[src/hdl/bcss_pkg.sv]
`timescale 1ns / 1ps

package bcss_pkg;

    localparam int CFG_W     = 24;
    localparam int CFG_IDX_W = 3;

    localparam int FRAME_BITS_DEF = 11;
    localparam int LEAD_ZEROS_DEF = 2;
    localparam int TIME_WIDTH_DEF = 24;

    // register indexes on the configuration port
    localparam logic [CFG_IDX_W-1:0] CFG_STARTUP    = 3'd0;
    localparam logic [CFG_IDX_W-1:0] CFG_LONG_PRESS = 3'd1;
    localparam logic [CFG_IDX_W-1:0] CFG_SHORT_GAP  = 3'd2;
    localparam logic [CFG_IDX_W-1:0] CFG_LONG_GAP   = 3'd3;
    localparam logic [CFG_IDX_W-1:0] CFG_HOLDOFF    = 3'd4;

    localparam logic [CFG_W-1:0] STARTUP_RST    = 24'd3500000;
    localparam logic [CFG_W-1:0] LONG_PRESS_RST = 24'd800000;
    localparam logic [CFG_W-1:0] SHORT_GAP_RST  = 24'd4000;
    localparam logic [CFG_W-1:0] LONG_GAP_RST   = 24'd500000;
    localparam logic [CFG_W-1:0] HOLDOFF_RST    = 24'd2000000;

    localparam logic [7:0] CMD_INIT = 8'h84;
    localparam logic [7:0] CMD_SYNC = 8'h04;

    // sequence step codes: 0..4 walk the long-press sequence
    localparam logic [2:0] STEP_FIRST    = 3'd0;
    localparam logic [2:0] STEP_LONG_GAP = 3'd2;
    localparam logic [2:0] STEP_LAST     = 3'd4;
    localparam logic [2:0] STEP_SYNC     = 3'd5;
    localparam logic [2:0] STEP_INIT     = 3'd6;

    typedef enum logic [2:0] {
        PH_STARTUP,
        PH_IDLE,
        PH_PRESS,
        PH_SEND,
        PH_GAP,
        PH_HOLDOFF
    } t_phase;

    typedef struct packed {
        logic       data_level;
        logic       sending;
        logic [7:0] command_byte;
    } t_result;

    function automatic logic [7:0] seq_cmd(input logic [2:0] step);
        logic [7:0] cmd;
        case (step)
            3'd0:    cmd = 8'hA9;
            3'd1:    cmd = 8'hB6;
            3'd2:    cmd = 8'h09;
            3'd3:    cmd = 8'hA0;
            default: cmd = 8'hB0;
        endcase
        return cmd;
    endfunction

endpackage

[src/hdl/button_command_serial_sender_top.sv]
`timescale 1ns / 1ps

// Sends command bytes on a data line clocked by the partner, driven by one
// sample tick per transfer (partner clock level and active-low button).
// After reset it waits startup_ticks and sends the init command; a short
// press sends the sync command, a long press the five-command sequence
// with gaps, both followed by a hold-off. Each frame is FRAME_BITS bits:
// LEAD_ZEROS zeros, then the command MSB first, then zeros; bit i changes
// on partner clock transition 2i and the line returns high after
// transition 2*FRAME_BITS-1. One tick is taken every clock cycle unless
// stalled; its result is registered in an output register with a one-entry
// skid stage, so the input stalls only when both are full. The user writes
// configuration through the write port only while idle; the block has no check.
module button_command_serial_sender_top #(
    parameter int FRAME_BITS = bcss_pkg::FRAME_BITS_DEF,
    parameter int LEAD_ZEROS = bcss_pkg::LEAD_ZEROS_DEF,
    parameter int TIME_WIDTH = bcss_pkg::TIME_WIDTH_DEF
) (
    input  logic                           i_clk,
    input  logic                           i_rst_n,
    input  logic                           i_cfg_we,
    input  logic [bcss_pkg::CFG_IDX_W-1:0] i_cfg_index,
    input  logic [bcss_pkg::CFG_W-1:0]     i_cfg_data,
    input  logic                           i_in_valid,
    output logic                           o_in_stall,
    input  logic                           i_clock_level,
    input  logic                           i_button_level,
    output logic                           o_out_valid,
    input  logic                           i_out_stall,
    output logic                           o_data_level,
    output logic                           o_sending,
    output logic [7:0]                     o_command_byte
);
    import bcss_pkg::*;

    localparam int LW = (TIME_WIDTH > CFG_W) ? TIME_WIDTH : CFG_W;
    localparam logic [LW-1:0] TMAX_EXT = LW'({TIME_WIDTH{1'b1}});
    localparam logic [4:0] TC_END = 5'(2 * FRAME_BITS - 1);
    localparam logic [3:0] LEAD_IDX = 4'(LEAD_ZEROS);

    // configuration registers
    logic [CFG_W-1:0] r_startup, r_long_press, r_short_gap, r_long_gap, r_holdoff;

    // sender state
    t_phase                r_phase, n_phase;
    logic [TIME_WIDTH-1:0] r_cnt, n_cnt;
    logic [2:0]            r_step, n_step;
    logic [4:0]            r_tc, n_tc;
    logic [7:0]            r_shift, n_shift;
    logic                  r_prev_clk, n_prev_clk;
    logic                  r_data, n_data;
    logic [7:0]            r_last_cmd, n_last_cmd;

    // result registers
    t_result r_out, r_skid;
    logic    r_out_valid, r_skid_valid;
    t_result n_result;

    logic in_accept, out_take;

    assign o_in_stall  = r_skid_valid;
    assign in_accept   = i_in_valid && !r_skid_valid;
    assign out_take    = r_out_valid && !i_out_stall;

    assign o_out_valid    = r_out_valid;
    assign o_data_level   = r_out.data_level;
    assign o_sending      = r_out.sending;
    assign o_command_byte = r_out.command_byte;

    function automatic logic [TIME_WIDTH-1:0] clamp(input logic [CFG_W-1:0] lim);
        logic [LW-1:0] ext;
        ext = LW'(lim);
        if (ext > TMAX_EXT) begin
            ext = TMAX_EXT;
        end
        return TIME_WIDTH'(ext);
    endfunction

    function automatic logic [TIME_WIDTH-1:0] sat_inc(input logic [TIME_WIDTH-1:0] c);
        return (c == {TIME_WIDTH{1'b1}}) ? c : c + 1'b1;
    endfunction

    always_ff @(posedge i_clk) begin
        if (!i_rst_n) begin
            r_startup    <= STARTUP_RST;
            r_long_press <= LONG_PRESS_RST;
            r_short_gap  <= SHORT_GAP_RST;
            r_long_gap   <= LONG_GAP_RST;
            r_holdoff    <= HOLDOFF_RST;
        end else if (i_cfg_we) begin
            case (i_cfg_index)
                CFG_STARTUP:    r_startup    <= i_cfg_data;
                CFG_LONG_PRESS: r_long_press <= i_cfg_data;
                CFG_SHORT_GAP:  r_short_gap  <= i_cfg_data;
                CFG_LONG_GAP:   r_long_gap   <= i_cfg_data;
                CFG_HOLDOFF:    r_holdoff    <= i_cfg_data;
                default: ;
            endcase
        end
    end

    always_comb begin
        logic       start;
        logic [7:0] start_cmd;
        logic [2:0] start_step;
        logic [2:0] nxt;
        logic [4:0] tc_inc;
        logic       drive;
        logic [3:0] drive_idx;

        n_phase    = r_phase;
        n_cnt      = r_cnt;
        n_step     = r_step;
        n_tc       = r_tc;
        n_shift    = r_shift;
        n_prev_clk = r_prev_clk;
        n_data     = r_data;
        n_last_cmd = r_last_cmd;

        start      = 1'b0;
        start_cmd  = CMD_INIT;
        start_step = STEP_INIT;
        nxt        = STEP_FIRST;
        tc_inc     = r_tc + 5'd1;
        drive      = 1'b0;
        drive_idx  = '0;

        case (r_phase)
            PH_STARTUP: begin
                if (r_cnt >= clamp(r_startup)) begin
                    start = 1'b1;
                end else begin
                    n_cnt = sat_inc(r_cnt);
                end
            end
            PH_IDLE: begin
                if (!i_button_level) begin
                    n_phase = PH_PRESS;
                    n_cnt   = '0;
                end
            end
            PH_PRESS: begin
                if (i_button_level) begin
                    start      = 1'b1;
                    start_cmd  = CMD_SYNC;
                    start_step = STEP_SYNC;
                end else begin
                    n_cnt = sat_inc(r_cnt);
                    if (n_cnt >= clamp(r_long_press)) begin
                        start      = 1'b1;
                        start_cmd  = seq_cmd(STEP_FIRST);
                        start_step = STEP_FIRST;
                    end
                end
            end
            PH_SEND: begin
                if (i_clock_level != r_prev_clk) begin
                    n_prev_clk = i_clock_level;
                    n_tc       = tc_inc;
                    if (tc_inc >= TC_END) begin
                        // frame done: release the line and pick the follow-up
                        n_data = 1'b1;
                        n_cnt  = '0;
                        if (r_step == STEP_INIT) begin
                            n_phase = PH_IDLE;
                        end else if (r_step < STEP_LAST) begin
                            n_phase = PH_GAP;
                        end else begin
                            n_phase = PH_HOLDOFF;
                        end
                    end else if (!tc_inc[0]) begin
                        drive     = 1'b1;
                        drive_idx = tc_inc[4:1];
                    end
                end
            end
            PH_GAP: begin
                if (r_cnt >= clamp((r_step == STEP_LONG_GAP) ? r_long_gap : r_short_gap))
                begin
                    nxt        = (r_step >= STEP_LAST) ? STEP_LAST : r_step + 3'd1;
                    start      = 1'b1;
                    start_cmd  = seq_cmd(nxt);
                    start_step = nxt;
                end else begin
                    n_cnt = sat_inc(r_cnt);
                end
            end
            PH_HOLDOFF: begin
                if (r_cnt >= clamp(r_holdoff)) begin
                    n_phase = PH_IDLE;
                end else begin
                    n_cnt = sat_inc(r_cnt);
                end
            end
            default: begin
                n_phase = PH_IDLE;
            end
        endcase

        if (start) begin
            n_shift    = start_cmd;
            n_last_cmd = start_cmd;
            n_step     = start_step;
            n_tc       = '0;
            n_prev_clk = i_clock_level;
            n_phase    = PH_SEND;
            drive      = 1'b1;
            drive_idx  = '0;
        end

        // put one frame bit on the line: lead zeros, then shift out MSB first
        if (drive) begin
            if (drive_idx < LEAD_IDX) begin
                n_data = 1'b0;
            end else begin
                n_data  = n_shift[7];
                n_shift = {n_shift[6:0], 1'b0};
            end
        end

        n_result.data_level   = n_data;
        n_result.sending      = (n_phase == PH_SEND);
        n_result.command_byte = n_last_cmd;
    end

    always_ff @(posedge i_clk) begin
        if (!i_rst_n) begin
            r_phase    <= PH_STARTUP;
            r_cnt      <= '0;
            r_step     <= '0;
            r_tc       <= '0;
            r_shift    <= '0;
            r_prev_clk <= 1'b0;
            r_data     <= 1'b1;
            r_last_cmd <= '0;
        end else if (in_accept) begin
            r_phase    <= n_phase;
            r_cnt      <= n_cnt;
            r_step     <= n_step;
            r_tc       <= n_tc;
            r_shift    <= n_shift;
            r_prev_clk <= n_prev_clk;
            r_data     <= n_data;
            r_last_cmd <= n_last_cmd;
        end
    end

    // output register with a skid stage behind it
    always_ff @(posedge i_clk) begin
        if (!i_rst_n) begin
            r_out_valid  <= 1'b0;
            r_skid_valid <= 1'b0;
        end else if (!r_out_valid || out_take) begin
            if (r_skid_valid) begin
                r_out_valid  <= 1'b1;
                r_skid_valid <= 1'b0;
            end else begin
                r_out_valid <= in_accept;
            end
        end else if (in_accept) begin
            r_skid_valid <= 1'b1;
        end
    end

    always_ff @(posedge i_clk) begin
        if (!r_out_valid || out_take) begin
            if (r_skid_valid) begin
                r_out <= r_skid;
            end else if (in_accept) begin
                r_out <= n_result;
            end
        end else if (in_accept) begin
            r_skid <= n_result;
        end
    end

`ifndef SYNTHESIS
    a_skid_behind_out: assert property (@(posedge i_clk) disable iff (!i_rst_n)
        r_skid_valid |-> r_out_valid)
        else $error("skid stage holds a transfer while the output register is empty");

    a_skid_drains: assert property (@(posedge i_clk) disable iff (!i_rst_n)
        (out_take && r_skid_valid) |=> (r_out_valid && !r_skid_valid))
        else $error("skid transfer not moved to the output register");

    a_line_idle_high: assert property (@(posedge i_clk) disable iff (!i_rst_n)
        (r_phase != PH_SEND) |-> r_data)
        else $error("data line low outside a frame");

    a_frame_bounded: assert property (@(posedge i_clk) disable iff (!i_rst_n)
        (r_phase == PH_SEND) |-> (r_tc < TC_END))
        else $error("transition count past end of frame");
`endif

endmodule

[config.mk]
export PLATFORM = sky130hd
export DESIGN_NAME = button_command_serial_sender_top
export DESIGN_NICKNAME = d
export VERILOG_FILES = /design/src/hdl/bcss_pkg.sv /design/src/hdl/button_command_serial_sender_top.sv
export SDC_FILE = /design/constraint.sdc
export NUM_CORES = 1
export LEC_CHECK = 0
export BUFFER_PORTS_ARGS = -buffer_cell sky130_fd_sc_hd__buf_2
export CAP_MARGIN = 10
export CORE_ASPECT_RATIO = 1.75
export CORE_MARGIN = 5
export CORE_UTILIZATION = 35
export CTS_BUF_LIST = sky130_fd_sc_hd__clkbuf_4
export CTS_CLUSTER_SIZE = 14
export DETAILED_ROUTE_END_ITERATION = 7
export HOLD_SLACK_MARGIN = 0.08
export PLACE_DENSITY = 0.6
export SLEW_MARGIN = 20
export SYNTH_ARGS = -nofsm -noshare
export SYNTH_HDL_FRONTEND = slang
export SYNTH_SLANG_ARGS = --single-unit
[constraint.sdc]
create_clock -name i_clk -period 7.8 [get_ports i_clk]
set_input_delay 0.39 -clock i_clk [delete_from_list [all_inputs] [get_ports i_clk]]
set_output_delay 0.39 -clock i_clk [all_outputs]
set_load 0.03 [all_outputs]
; After elaboration in Yosys (flattened, before gate mapping)
; Index checks and enable logic that the tools add are counted.
; Widths: inputs -> output; s select.
[classes]
add_sub_neg = 3
n_lt_le_gt_ge = 12
eq_ne = 24
n_mux = 70
bitwise = 2
n_reduce_logical = 25
[op_table]
columns = op, n
row1 = $mux 24, 18
row2 = $pmux 24 s6, 1
row3 = $ge 24x24->1, 4
row4 = $gt 24x24->1 const B, 4
row5 = $mux 8, 6
row6 = $pmux 8 s4, 1
row7 = $mux 3, 10
row8 = $add 24x1->24 const B, 1
row9 = $eq 24x24->1 const B, 1
row10 = $eq 3x2->1 const B, 8
row11 = $mux 10, 2
row12 = $mux 4, 5
row13 = $mux 1, 19
row14 = $pmux 8 s2, 1
row15 = $reduce_and 2->1, 8
row16 = $mux 5, 3
row17 = $ne 2x2->1 const B, 7
row18 = $eq 3x3->1 const B, 4
row19 = $pmux 3 s4, 1
row20 = $eq 3x1->1 const B, 3
row21 = $logic_not 3->1, 3
row22 = $reduce_and 9->1, 1
row23 = $mux 6, 1
row24 = $pmux 3 s2, 1
row25 = other kinds (17), 23
[totals]
register_bits = 195
in_bits = 34
wordCells = 157

; Logic depth before layout (Yosys ltp)
; Gate-level depths: netlist of run 1.
[logic_depth]
depth_word = 14
mapped_depth = 17

; Worst setup path after synthesis of run 1
; No wires, ideal clock.
[synth_path]
path_kind = reg2reg
start = register r_cnt[19]
end = register r_out, in the netlist o_sending (data pin)
setup_time_ns = 0.260
arrival_time_ns = 4.207
required_ns = 7.540
slack_ns = 3.333
path_stages_with_launch = 17
cell_sequence = dfxtp_1 clkbuf_1 nand4_1 nor4_1 nor2_1 and3_1 xor2_1 ha_1 a21o_1 a221o_1 a221oi_1 o21ai_0 o31ai_4 o21ai_4 buf_6 o21bai_1 mux2_2
[synth_lines]
columns = item, line
row1 = from (decl), button_command_serial_sender_top.sv:46  ; logic [TIME_WIDTH-1:0] r_cnt, n_cnt;
row2 = from (signal assigned), button_command_serial_sender_top.sv:238  ; r_cnt <= n_cnt;
row3 = to (signal assigned), button_command_serial_sender_top.sv:268  ; r_out <= r_skid;
row4 = to (signal assigned), button_command_serial_sender_top.sv:270  ; r_out <= n_result;
row5 = to (decl), button_command_serial_sender_top.sv:55  ; t_result r_out, r_skid;

; Worst setup path in the final report of run 1
[layout_path]
start = register r_cnt[3]
end = register r_out, in the netlist o_command_byte[2] (data pin)
[layout_between]
elab_chain_cells = 9
word_cells_on_any_way = 18
classes_between = 1 x add/sub / 3 x order compare / 1 x eq/ne / 13 x mux
[layout_rtl]
columns = item, line
row1 = $add 24x1->24 / $eq 24x24->1 (equally long branches), button_command_serial_sender_top.sv:80  ; return (c == {TIME_WIDTH{1'b1}}) ? c : c + 1'b1;
row2 = $mux 24, n/a
row3 = $ge 24x24->1, button_command_serial_sender_top.sv:149  ; if (n_cnt >= clamp(r_long_press)) begin
row4 = $mux 1 / $mux 6 (equally long branches), button_command_serial_sender_top.sv:149
row5 = $mux 1 / $mux 8 (equally long branches), button_command_serial_sender_top.sv:143  ; if (i_button_level) begin
row6 = $pmux 1 s3 / $pmux 8 s2 (equally long branches), button_command_serial_sender_top.sv:128  ; case (r_phase)
row7 = $mux 8 *, button_command_serial_sender_top.sv:200  ; if (start) begin
row8 = via n_last_cmd[2], button_command_serial_sender_top.sv:52  ; logic [7:0] r_last_cmd, n_last_cmd;
row9 = $mux 10 *, button_command_serial_sender_top.sv:269  ; end else if (in_accept) begin
row10 = $mux 10 *, button_command_serial_sender_top.sv:267  ; if (r_skid_valid) begin
; Mark *: on every way through the listed nets, which the timed path passes. The rest lies on a longest branch. The select of a mux whose other input is x is not followed.
; A chain may end at the register's enable or synchronous reset.

==> results of run 1 <==
cells in the final DEF, fill, tap and decap left out, drive strengths merged, types with 5 or more instances in the layout:
master	count
mux2	11
diode	5
nand2b	13
edfxtp	20
o41ai	7
a31oi	7
o21bai	5
xor2	10
nor3	17
or3	6
nor2	48
xnor2	14
o211ai	28
a21o	8
mux2i	27
dfxtp	175
a211oi	13
inv	99
nor4	7
o21a	6
o31ai	20
dlygate4sd3	28
nand3	42
and2	5
o311ai	15
and3	12
a221o	5
clkbuf	18
o22ai	8
nor2b	11
a21oi	133
ha	102
o21ai	34
nand3b	7
nand2	282
buf	54
nand4	28
sequential cells by signal (all words and copies together) (netlist names):
signal          count
r_cnt              24
r_holdoff          24
r_long_gap         24
r_long_press       24
r_short_gap        24
r_startup          24
r_skid             10
o_command_byte      8
r_last_cmd          8
r_shift             8
r_tc                5
r_phase             3
r_step              3
o_data_level        1
o_in_stall          1
o_out_valid         1
o_sending           1
r_data              1
r_prev_clk          1
final timing paths:
kind	end	slack [ns]	cells after the start
worst min register to register	r_long_press[15]	0.46	2
worst max register to register	o_command_byte[2]	2.33	15
worst max-delay path	o_command_byte[2]	2.33	15
worst min-delay path	r_short_gap[16]	0.20	3
through the flow:
stage / setup WS, ns / utilization, % / hold slack [ns] / cells
2_1_floorplan: 3.333 / - / 0.4329 / 1331
3_3_place_gp: 2.014 / 36.98 / 0.4409 / 1700
3_5_place_dp: 2.014 / 36.98 / 0.4460 / 1700
4_1_cts: 1.988 / 38.86 / 0.1702 / 1760
5_1_grt: 1.802 / 38.95 / 0.1685 / 1765
6_report: 2.328 / 38.95 / 0.2035 / 1765
metal layers:
layer  global-route usage [%]  vias to the layer above
met5                        0                        -
met4                    8.702                        0
met3                    2.540                       73
met2                    33.36                      253
met1                    21.34                     4633
li1                         -                     4746
cells by family after synthesis:
kind of cell	after synthesis	synth area share, %
AND/OR/NAND/NOR	491	20.28
AO/OA/AOI/OAI	314	18.76
flip-flops	195	37.77
buffers and inverters	167	5.895
adder cells (fa/ha/maj)	102	11.74
multiplexers	38	3.627
XOR/XNOR	24	1.934
critical path: stages (launching register included):
cell and delay [ns]:
dfxtp_1 0.61, and4_1 0.35, nand4_1 0.20, nor3_1 0.80, nand3_1 0.36, nor2_1 0.26
xor2_1 0.10, ha_1 0.32, nand4_1 0.12, nor3_1 0.27, nand3_1 0.20, a211oi_1 0.56
o21ai_0 0.32, o2bb2ai_1 0.34, mux2i_1 0.15, mux2_2 0.29
cell type report:
class / instances / area, um^2 / area share [%]
timing repair buffer: 82 / 575.6 / 4.808
inverter: 91 / 342.8 / 2.864
clock buffer: 18 / 135.1 / 1.129
clock inverter: 14 / 163.9 / 1.369
tap: 391 / 489.2 / 4.087
antenna: 5 / 12.51 / 0.1045
multi-input combinational: 969 / 6147 / 51.35
sequential: 195 / 4104 / 34.28
timing repair:
item,in CTS,in global routing
endpoints found under the hold margin,123,0
resized for setup,0,0
setup buffers,0,0
hold buffers,28,0
synthesized netlist by cell type (all sizes together), types with 8 or more instances:
cell / n / share of area, %
a211oi: 13 / 0.90
a21o: 8 / 0.55
a21oi: 133 / 6.2
and3: 12 / 0.69
buf: 11 / 0.51
clkbuf: 65 / 2.2
dfxtp: 175 / 32
edfxtp: 20 / 5.5
ha: 102 / 12
inv: 90 / 3.1
mux2: 11 / 1.1
mux2i: 27 / 2.5
nand2: 282 / 9.8
nand2b: 13 / 0.75
nand3: 42 / 1.9
nand4: 28 / 1.6
nor2: 48 / 1.7
nor2b: 11 / 0.63
nor3: 17 / 0.78
o211ai: 28 / 1.9
o21ai: 34 / 1.7
o22ai: 8 / 0.46
o311ai: 15 / 1.2
o31ai: 20 / 1.5
xnor2: 14 / 1.1
xor2: 10 / 0.81
power by group:
group          total [mW]  leakage (nW)  switching [mW]  internal, mW
clock               0.597         0.167           0.391         0.206
sequential           1.05          1.61          0.0154          1.04
combinational       0.203          3.15           0.135        0.0682
total                1.85          4.93           0.542          1.31
==> run_results.csv, run 1 <==
group,metric,value,unit
run_status,outcome,"complete, no violations",
detailed_routing,met1_length,12.57,mm
clock_tree,max-clock-path-buffers,2,
worst_setup_path,worst_setup_path_end_kind,"flop",
worst_setup_path,critPathLaunch,"r_cnt[3]",
worst_hold_path,hp-start,"i_rst_n",
placement,io_buffers,45,
clock_tree,clk_pin_slew,0.18,ns
global_route,grt_use_total,18.58,%
yosys,synth_edf_count,20,
detailed_routing,drc,0,
power_and_ir_drop,p_total,1.854,mW
detailed_routing,route.vias.total,9705,
cells_and_area,nets,1492,
detailed_routing,avgViaCountPerCell,5.499,
timing,tns,0,ns
worst_setup_path,critPathLaunchType,"flop",
yosys,async_reset_ff_share,0,%
floorplanning,initial_utilization,35.36,%
yosys,yosysUniqueCellTypes,65,
timing,worstMarginPinSlew,1.122,ns
detailed_routing,drt-total-wl,32.07,mm
detailed_routing,met2WireLength,17.10,mm
floorplanning,die_w,143.2,um
worst_hold_path,hold_path_class,"in -> reg",
global_route,grt_first_pass_wirelength,51.23,mm
floorplanning,fp-row-count,85,
floorplanning,die-area,34810,um^2
detailed_routing,wl_met3,1.201,mm
detailed_routing,routed.top_layer,"met4",
detailed_routing,first_pass_iters,7,
timing,rsz0062_at_grt,"false",
clock_tree,cts_made_buffers,17,
timing,finalHoldViolCount,0,
worst_setup_path,critPathKind,"reg -> reg",
yosys,syn_avg_cell_area,8.164,um^2
clock_tree,tritoncts,"done",
yosys,syn-num-nets,1467,
global_route,gr-total-overflow,0,
detailed_routing,drtAntennaViolNets,0,
clock_tree,cts.sinks,195,
global_route,grt_pass1_vias,9524,
power_and_ir_drop,p_per_area,154.9,nW/um^2
power_and_ir_drop,cellLeakagePower,4.926,nW
cells_and_area,final_layout_size_suffix_gt1_share,8.254,%
clock_tree,clk_latency,0.67,ns
detailed_routing,first_iter_violations,559,
timing,max_freq,182.7,MHz
yosys,syn_area,10870,um^2
global_route,grt_max_degree,98,
global_route,antenna_found_initial,2,
yosys,ys_warn_count,0,
worst_setup_path,critPathRequiredTime,8.22,ns
yosys,ys.flop_type,"dfxtp_1",
floorplanning,die_h,243.1,um
clock_tree,clock-root-buffer,"clkbuf_4",
run,max_cap_violations,0,
cells_and_area,final.fill_count,3172,
worst_setup_path,worstReg2RegStart,"r_cnt[3]",
timing,clock_skew,0.02607,ns
timing,setup-violations-final,0,
yosys,syn_inst,1331,
cells_and_area,syn_to_final_growth,10.16,%
cells_and_area,final_area,11970,um^2
floorplanning,design.core.area,30740,um^2
placement,gp_congestion,0.8928,
timing,finalCritPeriodShare,70.15,%
detailed_routing,wire_per_inst,18.17,um
timing,fin_crit,5.472,ns
worst_setup_path,path_max_fanout,11,
timing,slew_headroom,25.21,%
timing,slew_viol_final,0,
yosys,synth_seq_cells,195,
clock_tree,htree_num_levels,4,
placement,dpl-instance-area,11370,um^2
floorplanning,ios,46,
power_and_ir_drop,ir_drop,92.35,uV
worst_setup_path,cp.arrival,5.89,ns
placement,hpwl,22.60,mm
yosys,ys_seq_area_share,37.77,%
Power figures use the tool's default switching activity.
==> inputs of run 2 (changes only) <==
ABC_AREA = 1   (was not set)
PLACE_DENSITY = 0.62   (was 0.6)
clock period = 4.9 ns   (was 7.8 ns; I/O delays follow)
==> run 2 against run 1 <==
Non-clock buffer count increased by 7. Synthesized area is 1.3% higher. Fmax grew 34%. Flip-flop and latch count did not move. Clock skew increased by 0.0074 ns. Sequential power rose by 63%. Critical endpoint is now r_tc[2]. Largest cell class unchanged.
==> run_results.csv, run 2 <==
group,metric,value,unit
worst_setup_path,crit_top_cell,"nand2_1",
yosys,syn_inst,1496,
global_route,gr-usage-met1,19.14,%
yosys,synth_area_leader_cell,"dfxtp_1",
placement,dp.cells,1892,
worst_setup_path,worstReg2RegStart,"r_cnt[14]",
placement,hpwl,22.39,mm
cells_and_area,fin_cells,1957,
worst_setup_path,critPathLaunch,"r_cnt[14]",
timing,rsz0062_at_grt,"false",
cells_and_area,nets,1683,
power_and_ir_drop,comb_power_share,15.7,%
run_status,outcome,"complete, no violations",
detailed_routing,route.vias.total,9829,
floorplanning,die_w,144.1,um
worst_setup_path,critPathKind,"reg -> reg",
timing,finalHoldViolCount,0,
yosys,synth_common_cells,"nand2_1 (289), dfxtp_1 (175), inv_1 (173)",
detailed_routing,first_pass_iters,5,
worst_setup_path,cpLargestDelayFamily,"simple AND/OR/NAND/NOR gates",
placement,gp_congestion,0.9589,
timing,fin_crit,4.084,ns
clock_tree,clk_pin_slew,0.19,ns
power_and_ir_drop,ir_drop,132.2,uV
timing,slew_headroom,31.62,%
clock_tree,htree_num_levels,4,
cells_and_area,mostFrequentLayoutCells,"nand2_1 (289), dfxtp_1 (175), inv_1 (173)",
worst_setup_path,worst-path-buf-inv,1,
floorplanning,ios,46,
yosys,yosysTopAreaCellShare,31.83,%
power_and_ir_drop,p_total,3.215,mW
worst_setup_path,cp.arrival,4.66,ns
floorplanning,design.core.area,31310,um^2
yosys,syn-num-nets,1632,
power_and_ir_drop,cellLeakagePower,5.535,nW
global_route,grt_util_met2,32.36,%
global_route,grt_use_total,17.71,%
detailed_routing,first_iter_violations,550,
power_and_ir_drop,pwr-share-seq,53.3,%
cells_and_area,final.fill_count,3286,
timing,clock_skew,0.03344,ns
yosys,ys.flop_type,"dfxtp_1",
timing,max_freq,244.9,MHz
power_and_ir_drop,clkPwrFrac,31.0,%
floorplanning,die_h,244.6,um
cells_and_area,final_common_cell,"nand2_1",
worst_setup_path,crit_chain,"nand2_1 -> nor2_1 -> nand2_1 -> nor3_1 -> xor2_1 -> or2_2 -> ha_1 -> a21oi_1 -> o21ai_1 -> nand2_1 -> nand2_1 -> nor2_1 -> nand3_1 -> nand2_4 -> nand3_2 -> nand2_2 -> o21ai_1 -> inv_2 -> nand2_1 -> a21oi_1",
floorplanning,fp-row-count,86,
worst_hold_path,hp-start,"i_cfg_index[0]",
floorplanning,die-area,35240,um^2
clock_tree,cts_made_buffers,17,
worst_setup_path,path_max_fanout,11,
power_and_ir_drop,p_sw,0.9908,mW
global_route,grt_max_degree,71,
timing,slew_viol_final,0,
yosys,synth_area_leaders,"dfxtp_1 (32%), ha_1 (12%), nand2_1 (9.9%)",
floorplanning,initial_utilization,35.16,%
yosys,yosysUniqueCellTypes,50,
yosys,syn_area,11010,um^2
yosys,synth_most_common_cell,"nand2_1",
clock_tree,clock-root-buffer,"clkbuf_4",
clock_tree,max-clock-path-buffers,2,
worst_setup_path,critPathLaunchType,"flop",
yosys,synth_edf_count,20,
cells_and_area,syn_to_final_growth,10.99,%
worst_setup_path,critPathRequiredTime,5.48,ns
power_and_ir_drop,p_per_area,263.1,nW/um^2
clock_tree,clk_latency,0.67,ns
cells_and_area,fin_util,39.02,%
yosys,synth_seq_cells,195,
timing,setup-violations-final,0,
detailed_routing,drt-total-wl,30.25,mm
power_and_ir_drop,swShare,30.82,%
placement,io_buffers,45,
detailed_routing,drtAntennaViolNets,0,
worst_setup_path,critical_path.max_stage_delay,0.64,ns
detailed_routing,drc,0,
detailed_routing,avgViaCountPerCell,5.022,
yosys,ys_seq_area_share,37.28,%
timing,finalCritPeriodShare,83.35,%
worst_setup_path,crit_slowest_cell,"dfxtp_1",
run,max_cap_violations,0,
timing,worstMarginPinSlew,1.025,ns
global_route,antenna_found_initial,1,
global_route,top_usage_layer,"met2",
global_route,grt_first_pass_wirelength,49.06,mm
detailed_routing,wire_per_inst,15.46,um
global_route,grt_pass1_vias,9494,
global_route,use_met3,2.270,%
clock_tree,cts_setup_buffers,0,
clock_tree,cts.sinks,195,
power_and_ir_drop,p_int,2.224,mW
timing,tns,0,ns
yosys,ys_warn_count,0,
clock_tree,tritoncts,"done",
yosys,syn_avg_cell_area,7.358,um^2
timing,hold_ws,0.1362,ns
worst_setup_path,worst_setup_path_end_kind,"flop",
cells_and_area,final_layout_size_suffix_gt1_share,9.359,%
global_route,gr-total-overflow,0,
yosys,async_reset_ff_share,0,%
worst_hold_path,hold_path_class,"in -> reg",
-- run 2: cell count changes in the layout (fill, tap and decap cells not counted), sizes merged, moves of 10 or more --
cell,previous run,this run
o31ai,20,0
nand2,282,302
mux2,11,0
a21oi,133,163
o21ai,34,122
inv,99,196
nor2b,11,0
and3,12,0
a211oi,13,3
nand3,42,75
mux2i,27,7
o311ai,15,0
nand2b,13,0
nor2,48,161
-- run 2: path summary, 6_finish.rpt --
kind / to / depth (start not counted) / slack (ns)
setup / recovery: r_tc[2] / 20 / 0.82
hold / removal: r_short_gap[11] / 5 / 0.14
setup reg to reg: r_tc[2] / 20 / 0.82
hold reg to reg: r_last_cmd[6] / 2 / 0.46
-- run 2: area by class of cell --
cell class,count,area (um^2),area share (%)
Multi-Input combinational cell,1054,5934,48.57
Sequential cell,195,4104,33.59
Inverter,190,718.2,5.878
Timing Repair Buffer,89,638.1,5.223
Tap cell,396,495.5,4.055
Clock inverter,14,190.2,1.557
Clock buffer,18,135.1,1.106
Antenna cell,1,2.502,0.02048
-- run 2: cell families after synthesis --
kind of cell	after synthesis	synth area share [%]
AND/OR/NAND/NOR	596	23.72
AO/OA/AOI/OAI	329	16.19
buffers and inverters	247	8.922
flip-flops	195	37.28
adder cells (fa/ha/maj)	102	11.59
XOR/XNOR	20	1.660
multiplexers	7	0.6365
-- run 2: tightest hold or removal path, cell delays in order --
cell	delay (ns)
buf_2	0.10
nor2_1	0.04
buf_4	0.22
nand2_1	0.09
nand3_1	0.07
-- run 2: layer usage --
layer / share of wire [%] / vias up
li1: - / 5040
met2: 53 / 183
met5: 0 / -
met1: 40 / 4536
met4: 5.0 / 0
met3: 2.7 / 70
-- run 2: power by group through the flow --
stage               sequential (mW)  clock [mW]  combinational, mW
floorplan                      1.75           0              0.335
global placement               1.75           0              0.480
detailed placement             1.75           0              0.487
CTS                            1.71        1.03              0.509
global route                   1.72        1.09              0.574
finish                         1.71       0.997              0.505
-- run 2: repair_timing --
item,in CTS,in global routing
hold buffers,32,0
gates resized for setup,0,0
endpoints found under the hold margin,132,0
-- run 2: through the flow --
step	worst slack [ns]	instance area, um^2
after floorplan	1.628	11010
after global placement	0.8803	11570
after detailed placement	0.8384	11570
after CTS	0.8014	12220
after global routing	0.3988	12220
final	0.8159	12220
==> inputs of run 3 (changes only) <==
ABC_AREA = 0   (was 1)
PLACE_DENSITY = 0.6   (was 0.62)
clock period = 3.9 ns   (was 4.9 ns; I/O delays follow)
==> run 3 against run 2 <==
The flow now finishes with violations (setup timing). Combinational power down 0.8%. Hold slack better by 0.058 ns. Register-to-register slack worse by 0.89 ns. Fmax up 2.8%. Setup slack worse by 0.89 ns. Critical endpoint is now o_command_byte[3]. Largest power group unchanged. Highest routed layer unchanged.
==> run_results.csv, run 3 (synthesized netlist as in run 1, its figures left out) <==
group,metric,value,unit
detailed_routing,first_iter_violations,471,
cells_and_area,nets,1620,
global_route,grt_use_total,18.20,%
clock_tree,clk_latency,0.65,ns
detailed_routing,first_pass_iters,5,
cells_and_area,mostFrequentLayoutCells,"nand2_1 (280), dfxtp_1 (169), a21oi_1 (131)",
timing,tns,-0.5224,ns
timing,clock_skew,0.02583,ns
global_route,antenna_found_initial,1,
clock_tree,clock-root-buffer,"clkbuf_4",
detailed_routing,drt-total-wl,31.93,mm
cells_and_area,fin_cells,1889,
placement,dp.cells,1789,
floorplanning,die_w,143.2,um
global_route,use_met3,2.481,%
cells_and_area,fin_util,43.64,%
clock_tree,clk_pin_slew,0.16,ns
cells_and_area,final_layout_size_suffix_gt1_share,19.57,%
run_status,violations,"setup timing",
global_route,grt_util_met2,33.79,%
global_route,grt_pass1_vias,9938,
timing,slew_viol_final,0,
clock_tree,cts.sinks,195,
floorplanning,initial_utilization,35.36,%
placement,dp_slack,-0.4179,ns
timing,slew_headroom,28.40,%
worst_setup_path,critPathKind,"reg -> reg",
power_and_ir_drop,p_sw,1.105,mW
global_route,gr-total-overflow,0,
power_and_ir_drop,swShare,29.25,%
timing,finalHoldViolCount,0,
worst_setup_path,cpLargestDelayFamily,"compound AO/OA/AOI/OAI gates",
timing,setup-violations-final,11,
detailed_routing,wire_per_inst,16.90,um
clock_tree,htree_num_levels,4,
power_and_ir_drop,clkPwrFrac,31.2,%
worst_setup_path,cp.arrival,4.40,ns
run_status,outcome,"complete, but fails checks",
cells_and_area,final_area,13410,um^2
worst_setup_path,critical_path.max_stage_delay,0.39,ns
detailed_routing,avgViaCountPerCell,5.366,
worst_setup_path,critPathRequiredTime,4.33,ns
worst_setup_path,worst_setup_path_end_kind,"flop",
global_route,grt_first_pass_wirelength,50.36,mm
clock_tree,cts_made_buffers,17,
timing,worst_slack,-0.07154,ns
power_and_ir_drop,pwr-share-seq,55.5,%
detailed_routing,drc,0,
power_and_ir_drop,p_int,2.672,mW
run,max_cap_violations,0,
timing,worstMarginPinSlew,1.071,ns
worst_hold_path,hold_path_class,"in -> reg",
placement,dpl-instance-area,12160,um^2
floorplanning,design.core.area,30740,um^2
power_and_ir_drop,p_total,3.777,mW
timing,rsz0062_at_grt,"true",
power_and_ir_drop,cellLeakagePower,5.716,nW
timing,fin_crit,3.972,ns
power_and_ir_drop,p_per_area,281.6,nW/um^2
power_and_ir_drop,comb_power_share,13.3,%
floorplanning,fp-row-count,85,
placement,io_buffers,45,
worst_setup_path,path_max_fanout,6,
placement,hpwl,22.99,mm
floorplanning,ios,46,
global_route,gr-usage-met1,19.10,%
timing,max_freq,251.8,MHz
worst_setup_path,worst-path-buf-inv,2,
detailed_routing,route.vias.total,10140,
placement,gp_congestion,0.8520,
global_route,grt_max_degree,83,
power_and_ir_drop,ir_drop,298.9,uV
global_route,top_usage_layer,"met2",
floorplanning,die-area,34810,um^2
detailed_routing,drtAntennaViolNets,0,
timing,hold_ws,0.1943,ns
timing,finalCritPeriodShare,101.8,%
cells_and_area,syn_to_final_growth,23.43,%
worst_setup_path,critPathLaunchType,"flop",
worst_setup_path,crit_slowest_cell,"dfxtp_4",
clock_tree,max-clock-path-buffers,2,
worst_setup_path,crit_chain,"ha_4 -> nand4_1 -> nor4_4 -> buf_4 -> nor3_4 -> nand4_1 -> xnor2_1 -> ha_1 -> and3_4 -> a221o_1 -> a221oi_2 -> o21ai_2 -> buf_4 -> o21ai_4 -> o2bb2ai_2 -> o21bai_2 -> mux2_2",
clock_tree,tritoncts,"done",
floorplanning,die_h,243.1,um
cells_and_area,final_common_cell,"nand2_1",
[run 3: routing by layer]
layer  vias to the layer above  wire (um)
met5                         -          0
met2                       231      17110
met1                      4806      12260
met3                        91        966
met4                         0       1593
li1                       5009          -
[run 3: tightest hold or removal path: cells and delay by family]
kind / cells / cell delay, ns
buffers and inverters: 2 / 0.33
AO/OA/AOI/OAI: 1 / 0.05
AND/OR/NAND/NOR: 2 / 0.24
[run 3: timing repair]
item	CTS	global route
setup endpoints to repair	48	71
resized for setup	24	58
hold buffers	31	0
pin swaps	18	27
gates cloned	1	0
endpoints found under the hold margin	125	0
setup buffers	14	22
[run 3: final timing paths]
check | startpoint | depth (start not counted) | end | slack (ns)
max | r_cnt[1] | 17 | o_command_byte[3] | -0.07
min | i_cfg_index[2] | 5 | r_holdoff[1] | 0.19
max reg2reg | r_cnt[1] | 17 | o_command_byte[3] | -0.07
min reg2reg | r_short_gap[23] | 2 | r_short_gap[23] | 0.46
[run 3: area by class of cell]
type,instances,area [um^2]
Tap cell,391,489.2
Antenna cell,1,2.502
Fill cell,3040,17320
Multi-Input combinational cell,969,6497
Inverter,91,342.8
Clock buffer,17,127.6
Clock inverter,15,170.2
Timing Repair Buffer,210,1669
Sequential cell,195,4114
[run 3: power groups by stage]
stage	combinational, mW	sequential [mW]	clock [mW]
finish	0.501	2.10	1.18
global route	0.547	2.10	1.29
CTS	0.472	2.10	1.22
detailed placement	0.430	2.14	0
global placement	0.425	2.14	0
floorplan	0.243	2.16	0
